===== config.mk =====
export PLATFORM = sky130hd
export DESIGN_NAME = stereo_to_2_1_upmix_lowpass_core
export DESIGN_NICKNAME = d
export VERILOG_FILES = /design/src/design/s21u_pkg.sv /design/src/design/stereo_to_2_1_upmix_lowpass_core.sv /design/src/design/s21u_filter.sv /design/src/design/s21u_serial.sv
export SDC_FILE = /design/constraint.sdc
export NUM_CORES = 2
export LEC_CHECK = 0
export BUFFER_PORTS_ARGS = -buffer_cell sky130_fd_sc_hd__buf_4
export CORE_ASPECT_RATIO = 1.25
export CORE_MARGIN = 5
export CORE_UTILIZATION = 60
export DETAILED_ROUTE_END_ITERATION = 16
export PLACE_DENSITY = 0.89
export REMOVE_ABC_BUFFERS = 1
export SYNTH_ARGS = -nofsm -noshare
export SYNTH_HDL_FRONTEND = slang
export SYNTH_SLANG_ARGS = --single-unit

===== constraint.sdc =====
create_clock -name clk -period 17.8 [get_ports clk]
set_input_delay 0 -clock clk [delete_from_list [all_inputs] [get_ports clk]]
set_output_delay 0 -clock clk [all_outputs]
set_load 0.005 [all_outputs]

===== src/design/s21u_pkg.sv =====
// ----------------------------------------------------------------------------
// s21u_pkg
// Constants and types shared by the stereo to 2.1 upmix core.
// ----------------------------------------------------------------------------
`timescale 1ns / 1ps

package s21u_pkg;

  // Fixed-point format of the filter coefficient and state
  localparam int FRAC_BITS = 16;
  localparam int HALF_Q16  = 32768;

  // Configuration port
  localparam int CFG_IDX_W  = 2;
  localparam int CFG_DATA_W = 17;

  localparam logic [CFG_IDX_W-1:0] CFG_LOWPASS_ENABLE   = 2'd0;
  localparam logic [CFG_IDX_W-1:0] CFG_SMOOTHING_FACTOR = 2'd1;

  localparam logic [CFG_DATA_W-1:0] SMOOTHING_RESET = 17'h10000;

  // Channel tags carried on the result channel
  localparam int TAG_W = 2;
  localparam logic [TAG_W-1:0] TAG_LEFT  = 2'd0;
  localparam logic [TAG_W-1:0] TAG_RIGHT = 2'd1;
  localparam logic [TAG_W-1:0] TAG_SUB   = 2'd2;

  // Position of the serialiser within a frame
  typedef enum logic [1:0] {
    PH_LEFT,
    PH_RIGHT,
    PH_SUB
  } phase_t;

endpackage


===== src/design/stereo_to_2_1_upmix_lowpass_core.sv =====
// ----------------------------------------------------------------------------
// stereo_to_2_1_upmix_lowpass_core
// Stereo to 2.1 upmixer with an optional one-pole low-pass on the sub channel.
// ----------------------------------------------------------------------------
// Each accepted stereo frame yields three results in order: left (tag 0),
// right (tag 1) and the subwoofer sample (tag 2, tlast high). The sub sample is
// the average of left and right truncated toward zero, or, with the low-pass
// on, the Q16.16 filter state rounded half away from zero and clamped. A frame
// is accepted in any cycle the input register is free; the single result
// channel gives one result a cycle while out_tready is high, so a frame takes
// three result transfers. A frame passes the input register and then the
// result register; the next frame may wait in the input register meanwhile.
// The filter update runs in one pass between the two registers. Configuration
// writes are always accepted and are meant to be made while the block is idle.
// ----------------------------------------------------------------------------
`timescale 1ns / 1ps

module stereo_to_2_1_upmix_lowpass_core #(
  parameter int SAMPLE_WIDTH = 16
) (
  input  logic                                      clk,
  input  logic                                      rst_n,
  // in_tdata: left_sample, right_sample
  input  logic                                      in_tvalid,
  output logic                                      in_tready,
  input  logic [((2*SAMPLE_WIDTH+7)/8)*8-1:0]       in_tdata,
  // out_tdata: out_sample
  output logic                                      out_tvalid,
  input  logic                                      out_tready,
  output logic [((SAMPLE_WIDTH+7)/8)*8-1:0]         out_tdata,
  // out_tuser: channel_tag
  output logic [s21u_pkg::TAG_W-1:0]                out_tuser,
  output logic                                      out_tlast,
  input  logic                                      cfg_valid,
  output logic                                      cfg_ready,
  input  logic [s21u_pkg::CFG_IDX_W-1:0]            cfg_index,
  input  logic [s21u_pkg::CFG_DATA_W-1:0]           cfg_data
);

  localparam int SW     = SAMPLE_WIDTH;
  localparam int OUT_DW = ((SAMPLE_WIDTH + 7) / 8) * 8;

  logic                                 lowpass_enable_r;
  logic                                 lowpass_enable_nxt;
  logic [s21u_pkg::CFG_DATA_W-1:0]      smoothing_factor_r;
  logic [s21u_pkg::CFG_DATA_W-1:0]      smoothing_factor_nxt;

  logic                                 in_valid_r;
  logic                                 in_valid_nxt;
  logic signed [SW-1:0]                 left_r;
  logic signed [SW-1:0]                 right_r;

  logic                                 load_ready;
  logic                                 load;
  logic signed [SW-1:0]                 sub_sample;
  logic signed [SW-1:0]                 res_sample;

  // Configuration registers
  assign cfg_ready = 1'b1;

  always_comb begin
    lowpass_enable_nxt   = lowpass_enable_r;
    smoothing_factor_nxt = smoothing_factor_r;
    if (cfg_valid) begin
      unique case (cfg_index)
        s21u_pkg::CFG_LOWPASS_ENABLE:   lowpass_enable_nxt   = cfg_data[0];
        s21u_pkg::CFG_SMOOTHING_FACTOR: smoothing_factor_nxt = cfg_data;
        default: ;
      endcase
    end
  end

  always_ff @(posedge clk) begin
    if (!rst_n) begin
      lowpass_enable_r   <= 1'b0;
      smoothing_factor_r <= s21u_pkg::SMOOTHING_RESET;
    end else begin
      lowpass_enable_r   <= lowpass_enable_nxt;
      smoothing_factor_r <= smoothing_factor_nxt;
    end
  end

  // Input register: free when empty or when its frame moves on this cycle
  assign load      = in_valid_r && load_ready;
  assign in_tready = !in_valid_r || load_ready;

  always_comb begin
    in_valid_nxt = in_valid_r;
    if (in_tvalid && in_tready) begin
      in_valid_nxt = 1'b1;
    end else if (load) begin
      in_valid_nxt = 1'b0;
    end
  end

  always_ff @(posedge clk) begin
    if (!rst_n) begin
      in_valid_r <= 1'b0;
    end else begin
      in_valid_r <= in_valid_nxt;
    end
  end

  always_ff @(posedge clk) begin
    if (in_tvalid && in_tready) begin
      left_r  <= in_tdata[SW-1:0];
      right_r <= in_tdata[2*SW-1:SW];
    end
  end

  // Sub channel and filter state
  s21u_filter #(
    .SAMPLE_WIDTH(SAMPLE_WIDTH)
  ) u_filter (
    .clk             (clk),
    .rst_n           (rst_n),
    .left_sample     (left_r),
    .right_sample    (right_r),
    .lowpass_enable  (lowpass_enable_r),
    .smoothing_factor(smoothing_factor_r),
    .update          (load),
    .sub_sample      (sub_sample)
  );

  // Result register and serialiser
  s21u_serial #(
    .SAMPLE_WIDTH(SAMPLE_WIDTH)
  ) u_serial (
    .clk         (clk),
    .rst_n       (rst_n),
    .load_valid  (in_valid_r),
    .load_ready  (load_ready),
    .left_sample (left_r),
    .right_sample(right_r),
    .sub_sample  (sub_sample),
    .res_valid   (out_tvalid),
    .res_ready   (out_tready),
    .res_sample  (res_sample),
    .res_tag     (out_tuser),
    .res_last    (out_tlast)
  );

  assign out_tdata = OUT_DW'($unsigned(res_sample));

endmodule


===== src/design/s21u_filter.sv =====
// ----------------------------------------------------------------------------
// s21u_filter
// Sub channel: average of left and right, optionally through a one-pole
// low-pass held in a Q16.16 state register.
// ----------------------------------------------------------------------------
`timescale 1ns / 1ps

module s21u_filter #(
  parameter int SAMPLE_WIDTH = 16
) (
  input  logic                                 clk,
  input  logic                                 rst_n,
  input  logic signed [SAMPLE_WIDTH-1:0]       left_sample,
  input  logic signed [SAMPLE_WIDTH-1:0]       right_sample,
  input  logic                                 lowpass_enable,
  input  logic [s21u_pkg::CFG_DATA_W-1:0]      smoothing_factor,
  input  logic                                 update,
  output logic signed [SAMPLE_WIDTH-1:0]       sub_sample
);

  localparam int SW  = SAMPLE_WIDTH;
  localparam int FB  = s21u_pkg::FRAC_BITS;
  localparam int STW = SW + FB + 1;   // state width
  localparam int DW  = STW + 1;       // difference width
  localparam int PW  = DW + FB + 1;   // product width
  localparam int QW  = STW + 1 - FB;  // rounded magnitude width
  localparam int RW  = QW + 1;        // rounded signed width

  localparam logic signed [RW-1:0] SAMPLE_MAX = RW'((64'sd1 <<< (SW - 1)) - 64'sd1);
  localparam logic signed [RW-1:0] SAMPLE_MIN = RW'(-(64'sd1 <<< (SW - 1)));

  logic signed [STW-1:0] filter_state_r;
  logic signed [STW-1:0] filter_state_nxt;

  logic signed [SW:0]    sum;
  logic signed [SW:0]    sum_adj;
  logic signed [SW-1:0]  avg;
  logic signed [DW-1:0]  target;
  logic signed [DW-1:0]  state_ext;
  logic signed [DW-1:0]  diff;
  logic signed [PW-1:0]  prod;
  logic signed [DW-1:0]  inc;
  logic signed [DW-1:0]  state_sum;
  logic signed [STW-1:0] state_upd;
  logic                  upd_neg;
  logic [STW-1:0]        upd_mag;
  logic [STW:0]          mag_rnd;
  logic [QW-1:0]         mag_q;
  logic signed [RW-1:0]  rounded;
  logic signed [SW-1:0]  clamped;

  // Average truncated toward zero: bias negative sums by one before halving
  assign sum     = {left_sample[SW-1], left_sample} + {right_sample[SW-1], right_sample};
  assign sum_adj = sum + {{SW{1'b0}}, sum[SW]};
  assign avg     = sum_adj[SW:1];

  // Difference between target and state, both Q16.16
  assign target    = {{(DW - SW - FB){avg[SW-1]}}, avg, {FB{1'b0}}};
  assign state_ext = {filter_state_r[STW-1], filter_state_r};
  assign diff      = target - state_ext;

  // Scale by alpha; an alpha of one or more passes the difference whole
  assign prod = diff * $signed({1'b0, smoothing_factor[FB-1:0]});
  assign inc  = smoothing_factor[FB] ? diff : prod[DW+FB-1:FB];

  assign state_sum = state_ext + inc;
  assign state_upd = state_sum[STW-1:0];

  // Round half away from zero on the magnitude
  assign upd_neg = state_upd[STW-1];
  assign upd_mag = upd_neg ? STW'(-state_upd) : STW'(state_upd);
  assign mag_rnd = {1'b0, upd_mag} + (STW+1)'(s21u_pkg::HALF_Q16);
  assign mag_q   = mag_rnd[STW:FB];
  assign rounded = upd_neg ? -$signed({1'b0, mag_q}) : $signed({1'b0, mag_q});

  // Clamp to the sample range
  always_comb begin
    if (rounded > SAMPLE_MAX) begin
      clamped = SAMPLE_MAX[SW-1:0];
    end else if (rounded < SAMPLE_MIN) begin
      clamped = SAMPLE_MIN[SW-1:0];
    end else begin
      clamped = rounded[SW-1:0];
    end
  end

  assign sub_sample = lowpass_enable ? clamped : avg;

  // Advance the state only when a frame is taken with the filter on
  always_comb begin
    filter_state_nxt = filter_state_r;
    if (update && lowpass_enable) begin
      filter_state_nxt = state_upd;
    end
  end

  always_ff @(posedge clk) begin
    if (!rst_n) begin
      filter_state_r <= '0;
    end else begin
      filter_state_r <= filter_state_nxt;
    end
  end

endmodule


===== src/design/s21u_serial.sv =====
// ----------------------------------------------------------------------------
// s21u_serial
// Result register: holds one frame and hands out left, right and sub in turn.
// ----------------------------------------------------------------------------
`timescale 1ns / 1ps

module s21u_serial #(
  parameter int SAMPLE_WIDTH = 16
) (
  input  logic                              clk,
  input  logic                              rst_n,
  input  logic                              load_valid,
  output logic                              load_ready,
  input  logic signed [SAMPLE_WIDTH-1:0]    left_sample,
  input  logic signed [SAMPLE_WIDTH-1:0]    right_sample,
  input  logic signed [SAMPLE_WIDTH-1:0]    sub_sample,
  output logic                              res_valid,
  input  logic                              res_ready,
  output logic signed [SAMPLE_WIDTH-1:0]    res_sample,
  output logic [s21u_pkg::TAG_W-1:0]        res_tag,
  output logic                              res_last
);

  s21u_pkg::phase_t phase_r;
  s21u_pkg::phase_t phase_nxt;
  logic             valid_r;
  logic             valid_nxt;

  logic signed [SAMPLE_WIDTH-1:0] left_r;
  logic signed [SAMPLE_WIDTH-1:0] right_r;
  logic signed [SAMPLE_WIDTH-1:0] sub_r;

  logic take;
  logic load;

  assign take       = valid_r && res_ready;
  assign load_ready = !valid_r || (take && (phase_r == s21u_pkg::PH_SUB));
  assign load       = load_valid && load_ready;

  // Next state: load a fresh frame or step through the current one
  always_comb begin
    phase_nxt = phase_r;
    valid_nxt = valid_r;
    if (load) begin
      phase_nxt = s21u_pkg::PH_LEFT;
      valid_nxt = 1'b1;
    end else if (take) begin
      unique case (phase_r)
        s21u_pkg::PH_LEFT:  phase_nxt = s21u_pkg::PH_RIGHT;
        s21u_pkg::PH_RIGHT: phase_nxt = s21u_pkg::PH_SUB;
        s21u_pkg::PH_SUB:   valid_nxt = 1'b0;
        default:            valid_nxt = 1'b0;
      endcase
    end
  end

  // Outputs: select the sample and tag for the current position
  always_comb begin
    unique case (phase_r)
      s21u_pkg::PH_LEFT: begin
        res_sample = left_r;
        res_tag    = s21u_pkg::TAG_LEFT;
        res_last   = 1'b0;
      end
      s21u_pkg::PH_RIGHT: begin
        res_sample = right_r;
        res_tag    = s21u_pkg::TAG_RIGHT;
        res_last   = 1'b0;
      end
      s21u_pkg::PH_SUB: begin
        res_sample = sub_r;
        res_tag    = s21u_pkg::TAG_SUB;
        res_last   = 1'b1;
      end
      default: begin
        res_sample = sub_r;
        res_tag    = s21u_pkg::TAG_SUB;
        res_last   = 1'b1;
      end
    endcase
  end

  assign res_valid = valid_r;

  always_ff @(posedge clk) begin
    if (!rst_n) begin
      phase_r <= s21u_pkg::PH_LEFT;
      valid_r <= 1'b0;
    end else begin
      phase_r <= phase_nxt;
      valid_r <= valid_nxt;
    end
  end

  // Capture the frame payload
  always_ff @(posedge clk) begin
    if (load) begin
      left_r  <= left_sample;
      right_r <= right_sample;
      sub_r   <= sub_sample;
    end
  end

endmodule


# Yosys cells after proc, flatten, opt, wreduce, memory -nomap -nowiden
# Index checks and enable logic that the tools add are counted.
[totals]
register_bits = 135
latchBits = 0
mem_bits_rw = 0
mem_bits_ro = 0
inputBits = 56
elab_cells = 61
memories = 0
[op_classes]
n_addsub = 7
mul = 1
n_div = 0
order_cmp = 2
eq_ne = 4
shifts = 0
mux = 15
n_bitwise = 1
n_reduce_logical = 20
[op_table]
columns = ["cell", "n"]
rows = [
  ["two-way mux 33 bit", 2],
  ["multiplier 34 x 17 -> 49 bit", 1],
  ["two-way mux 16 bit", 3],
  ["adder 33 x 16 -> 34 bit (second input constant)", 1],
  ["subtractor 32 x 33 -> 34 bit", 1],
  ["adder 33 bit", 1],
  ["negation 33 bit", 1],
  ["one-hot mux 16 bit (2 select lines)", 1],
  ["greater-than comparator 19 x 16 -> 1 bit (second input constant)", 1],
  ["< comparator 19 x 16 -> 1 bit (second input constant)", 1],
  ["two-way mux 19 bit", 1],
  ["negation 18 -> 19 bit", 1],
  ["adder 16 x 16 -> 17 bit", 1],
  ["adder 17 x 1 -> 17 bit", 1],
  ["one-hot mux 2 bit (2 select lines)", 2],
  ["AND reduction 2 bit", 4],
  ["two-way mux 1 bit", 6],
  ["nonzero test 2 bit", 3],
  ["logical AND 1 bit", 5],
  ["== test 2 x 1 -> 1 bit (second input constant)", 2],
  ["zero test 2 bit", 2],
  ["OR reduction 2 bit", 2],
  ["== test 2 bit (second input constant)", 1],
  ["zero test 1 bit", 2],
  ["other kinds (3)", 4],
]

# Depth between registers and ports, before layout
[depth]
depth_word = 15
mapped_depth = 87
mapped_depth_nobuf = 82

# By module
# A second synthesis with hierarchy kept.
[hier_totals]
cells_unflattened = 3334
area_unflattened_um2 = 28891.5
[modules_own_cells]
columns = ["module", "n_inst", "cells_each", "area_each_um2", "seq_area_each_um2"]
rows = [
  ["s21u_filter", 1, 3092, 25181.7, 660.6],
  ["s21u_serial", 1, 123, 1946.9, 1501.4],
  ["stereo_to_2_1_upmix_lowpass_core", 1, 119, 1762.9, 1341.3],
]

# Worst setup path after synthesis
# Ideal clock, no wire load.
[synth_path]
kind = "reg-to-reg"
startpoint = "reg left_r[0]"
endpoint = "reg u_serial.sub_r[11] (data pin)"
arrival_time_ps = 16723
required_ps = 17544
slack_ps = 820
path_stages_with_launch = 82
cell_sequence = "edfxtp_1 -> ha_1 -> fa_1 -> a21o_1 -> a21oi_1 -> o21bai_1 -> a21oi_1 -> o21bai_1 -> a21oi_1 -> o21bai_1 -> a21oi_1 -> o21bai_1 -> a21oi_1 -> o211ai_1 -> nand2_1 -> and2_1 -> ha_1 -> ha_1 -> [... 46 more ...] -> buf_2 -> buf_2 -> clkbuf_1 -> nor2_1 -> xnor2_1 -> ha_1 -> inv_1 -> a2111o_1 -> a311oi_1 -> a21oi_1 -> xnor2_1 -> o2111ai_1 -> or3_1 -> buf_2 -> a41oi_1 -> buf_2 -> a21oi_1 -> o22a_1"
[synth_via]
elab_chain_len = 15
elab_cells_between_ends = 16
classes_between = "7 x add/sub; 1 x mul; 2 x order compare; 6 x mux"
[synth_lines]
columns = ["element", "line_no", "text"]
rows = [
  ["from (decl)", "stereo_to_2_1_upmix_lowpass_core.sv:50", "logic signed [SW-1:0] left_r;"],
  ["from (signal assigned)", "stereo_to_2_1_upmix_lowpass_core.sv:106", "left_r <= in_tdata[SW-1:0];"],
  ["adder 16 x 16 -> 17 bit (*)", "s21u_filter.sv:53", "assign sum = {left_sample[SW-1], left_sample} + {right_sample[SW-1], right_sample};"],
  ["adder 17 x 1 -> 17 bit (*)", "s21u_filter.sv:54", "assign sum_adj = sum + {{SW{1'b0}}, sum[SW]};"],
  ["subtractor 32 x 33 -> 34 bit", "s21u_filter.sv:60", "assign diff = target - state_ext;"],
  ["multiplier 34 x 17 -> 49 bit", "s21u_filter.sv:63", "assign prod = diff * $signed({1'b0, smoothing_factor[FB-1:0]});"],
  ["two-way mux 33 bit", "s21u_filter.sv:64", "assign inc = smoothing_factor[FB] ? diff : prod[DW+FB-1:FB];"],
  ["adder 33 bit", "s21u_filter.sv:66", "assign state_sum = state_ext + inc;"],
  ["negation 33 bit", "s21u_filter.sv:71", "assign upd_mag = upd_neg ? STW'(-state_upd) : STW'(state_upd);"],
  ["two-way mux 33 bit", "s21u_filter.sv:71", ""],
  ["adder 33 x 16 -> 34 bit", "s21u_filter.sv:72", "assign mag_rnd = {1'b0, upd_mag} + (STW+1)'(s21u_pkg::HALF_Q16);"],
  ["negation 18 -> 19 bit", "s21u_filter.sv:74", "assign rounded = upd_neg ? -$signed({1'b0, mag_q}) : $signed({1'b0, mag_q});"],
  ["two-way mux 19 bit", "s21u_filter.sv:74", ""],
  ["< comparator 19 x 16 -> 1 bit", "s21u_filter.sv:80", "end else if (rounded < SAMPLE_MIN) begin"],
  ["two-way mux 16 bit", "s21u_filter.sv:80", ""],
  ["two-way mux 16 bit", "s21u_filter.sv:78", "if (rounded > SAMPLE_MAX) begin"],
  ["two-way mux 16 bit (*)", "s21u_filter.sv:87", "assign sub_sample = lowpass_enable ? clamped : avg;"],
  ["net sub_sample[11]", "stereo_to_2_1_upmix_lowpass_core.sv:55", "logic signed [SW-1:0] sub_sample;"],
  ["to (signal assigned)", "s21u_serial.sv:100", "sub_r <= sub_sample;"],
  ["to (decl)", "s21u_serial.sv:31", "logic signed [SAMPLE_WIDTH-1:0] sub_r;"],
]
# Mark *: on every way through the listed nets, which the timed path passes. The rest lies on a longest branch.
# A chain may end at the register's enable or synchronous reset.

# Worst setup path in the final report
[layout_path]
startpoint = "reg left_r[0]"
endpoint = "reg u_serial.sub_r[1] (data pin)"
# Same word-level chain as after synthesis.

==> impl_metrics.tcl <==
set metrics [dict create \
    outcome "finished, final reports clean" \
    dp_hpwl_mm 61.65 \
    drc 0 \
    cts.sinks 135 \
    grt_pass1_wl_mm 136.8 \
    clk_latency_ps 450 \
    htree_levels 4 \
    pin_count 78 \
    synth_cell_type_count 94 \
    netlist.top_cell.by_area "fa_1" \
    grt.total_usage_pct 32.46 \
    slowest_delay_ps 550 \
    dieWidth_um 206.9 \
    core_um2 48080 \
    pwr-share-comb_pct 70.7 \
    timing.final.ws_setup_ps 728.1 \
    ir_drop_uv 76.03 \
    syn_area_per_cell_um2 8.622 \
    slew-limit-headroom_pct 22.12 \
    async_reset_ff_share_pct 0 \
    critPathArrivalTime_ps 17270 \
    hold_slack_ps 78.02 \
    synthFlopType "edfxtp_1" \
    syn_inst 3373 \
    synth_top_cells_by_area "fa_1, inv_1, edfxtp_1" \
    avgViaCountPerCell 6.141 \
    fp.dieH_um 256.1 \
    critPathSlowestCell "fa_1" \
    cap_viol_max_count 0 \
    worst_clock_skew_ps 16.62 \
    via_count 25210 \
    grt_pass1_vias 27290 \
    wl_mm 86.37 \
    clk_pin_slew_ps 80 \
    yosys.area.top_type_share_pct 34.76 \
    cts_root_buf "clkbuf_16" \
    firstDrtPassIters 9 \
    synth_edf_count 80 \
    r2r_setup_slack_ps 730 \
    hp-class "in -> reg" \
    io_buffers 76 \
    crit_path_max_fanout 17 \
    crit_type "reg -> reg" \
    wl_per_cell_um 21.04 \
    max_clock_freq_ghz 0.05858 \
    layout-drive-gt1-share_pct 8.264 \
    final-setup-viol-count 0 \
    worstPathRequired_ps 17990 \
    area_delta_synth_final_pct 9.651 \
    slew_viol_final 0 \
    yosysWarnings 0 \
    grt_max_degree 67 \
    p_leak_nw 15.00 \
    power.density_nw_per_um2 77.67 \
    cp-end-kind "register" \
    drt_iter0_drc 2357 \
    gp_congestion 0.9833 \
    num_rows 90 \
    ant_nets 0 \
    diodes 0 \
    switching_share_pct 52.57 \
    pre_cts_ws_ps -206.5 \
    fin_setup_tns_ps 0 \
    synth-seq-cells 135 \
    synthesis.area_um2 29080 \
    nFillCells 3527 \
    seqPwrFrac_pct 14.7 \
    cts_tree "done" \
    cp-start-kind "register" \
    hold_viol_final 0 \
    post-route-period-util_pct 95.91 \
    tightest_slew_ps 1168 \
    fin_area_um2 31890 \
    power_switching_mw 1.302 \
    ys_seq_area_share_pct 12.05 \
    cts_buffer_depth 2 \
    initial_core_util_pct 60.48 \
    post-route-min-period_ps 17070 \
    power.internal_mw 1.175 \
    p_clk_share_pct 14.5 \
    antenna_found_initial 1 \
    die_area_um2 53000 \
    nNetsFinal 4193 \
    placed_area_um2 30410 \
    cts_made_buffers 17 \
    grt_overflow 0 \
]
[critical path, delay by kind of cell, from the launching register on]
| family | cells | cell delay [ps] |
|---|---|---|
| DFF | 1 | 410 |
| adders and majority gates | 13 | 5380 |
| and+or+nand+nor | 17 | 3180 |
| buffers and inverters | 9 | 1000 |
| AOI/OAI and AO/OA | 31 | 5780 |
| xor gates and xnor gates | 5 | 1030 |
[per-stage QoR]
stage                     total power, mW  instances  utilization [%]
after floorplan                     1.471       3222                -
after global placement              1.936       3999            63.24
after detailed placement            1.973       3999            63.24
after CTS                           2.345       4085            65.56
after global routing                2.629       4105            66.32
final                               2.477       4105            66.32
[registers in the layout (all words and copies together), names as in the netlist]
| register | cells |
|---|---|
| u_serial.left_r | 16 |
| u_filter.filter_state_r | 33 |
| u_serial.right_r | 16 |
| smoothing_factor_r | 17 |
| u_serial.phase_r | 2 |
| u_serial.sub_r | 16 |
| u_serial.res_valid | 1 |
| right_r | 16 |
| left_r | 16 |
| lowpass_enable_r | 1 |
| in_valid_r | 1 |
[logic make-up after synthesis]
logic type               after synthesis  share of synthesized area (%)
AO/OA/AOI/OAI                        467                          11.06
XOR/XNOR                             145                          4.419
adder cells (fa/ha/maj)              689                          42.68
buffers and inverters                820                          10.64
flip-flops                           135                          12.05
multiplexers                          29                          1.002
other                                  1                        0.01290
AND/OR/NAND/NOR                     1087                          18.14
[metal layers]
metal	global-route usage [%]	share of wire, %	vias up
met5	0	0	-
met4	21.91	8.6	0
met3	6.273	9.4	556
met2	55.98	50	1627
met1	35.85	32	12290
li1	-	-	10730
[cells in the final DEF, fill, tap and decap left out, drive strengths merged, types with 45 or more instances in the layout]
cell type	count
inv	681
nand2	511
fa	505
and2	249
ha	184
buf	153
nor2	101
xnor2	100
a21oi	96
o21ai	92
edfxtp	80
dfxtp	55
dlygate4sd3	53
nor3	51
xor2	45
a21boi	45
[power by group through the flow]
stage                     clock, mW  combinational [mW]  sequential (mW)
after global routing          0.372                1.89            0.365
final                         0.360                1.75            0.365
after detailed placement          0                1.60            0.369
after CTS                     0.353                1.63            0.363
after global placement            0                1.57            0.369
after floorplan                   0                1.10            0.371
[Yosys cell counts (9+ instances only)]
library cell and instances:
inv_1 668, nand2_1 511, fa_1 505, and2_1 249, ha_1 184, clkbuf_1 135, nor2_1 100, xnor2_1 98
a21oi_1 96, o21ai_0 88, edfxtp_1 80, dfxtp_1 55, nor3_1 50, xor2_1 45, a21boi_0 43, nand3_1 41
a21o_1 30, o21a_1 30, mux2i_1 28, o31ai_1 22, and3_1 20, nand4_1 20, a211oi_1 16, o211ai_1 16
nand2b_1 15, o22a_1 15, nor2b_1 14, o21bai_1 14, o211a_1 11, a31oi_1 10, nor4_1 10, or3_1 9
[cell type report]
cell class	count	area [um^2]	share of cell area, %
Sequential cell	135	3517	11.03
Clock inverter	14	128.9	0.4042
Inverter	669	2511	7.875
Clock buffer	18	430.4	1.350
Tap cell	644	805.8	2.527
Multi-Input combinational cell	2419	22810	71.54
Timing Repair Buffer	206	1683	5.278
[worst paths after layout]
kind	from	endpoint	cells past startpoint
max	left_r[0]$_DFFE_PP_	u_serial.sub_r[1]$_DFFE_PP_	75
min	rst_n	smoothing_factor_r[6]$_SDFFE_PN0P_	2
max reg2reg	left_r[0]$_DFFE_PP_	u_serial.sub_r[1]$_DFFE_PP_	75
min reg2reg	left_r[2]$_DFFE_PP_	u_serial.left_r[2]$_DFFE_PP_	0
[what timing repair did]
item                                    CTS  global route
resized for setup                         5            52
gates cloned                              0             1
pin swaps                                 2            21
endpoints found under the setup margin   15            16
hold endpoints to repair                 53             0
hold buffers                             53             0
buffers inserted                          1            19
No activity file was read; power rests on OpenSTA's default activity.
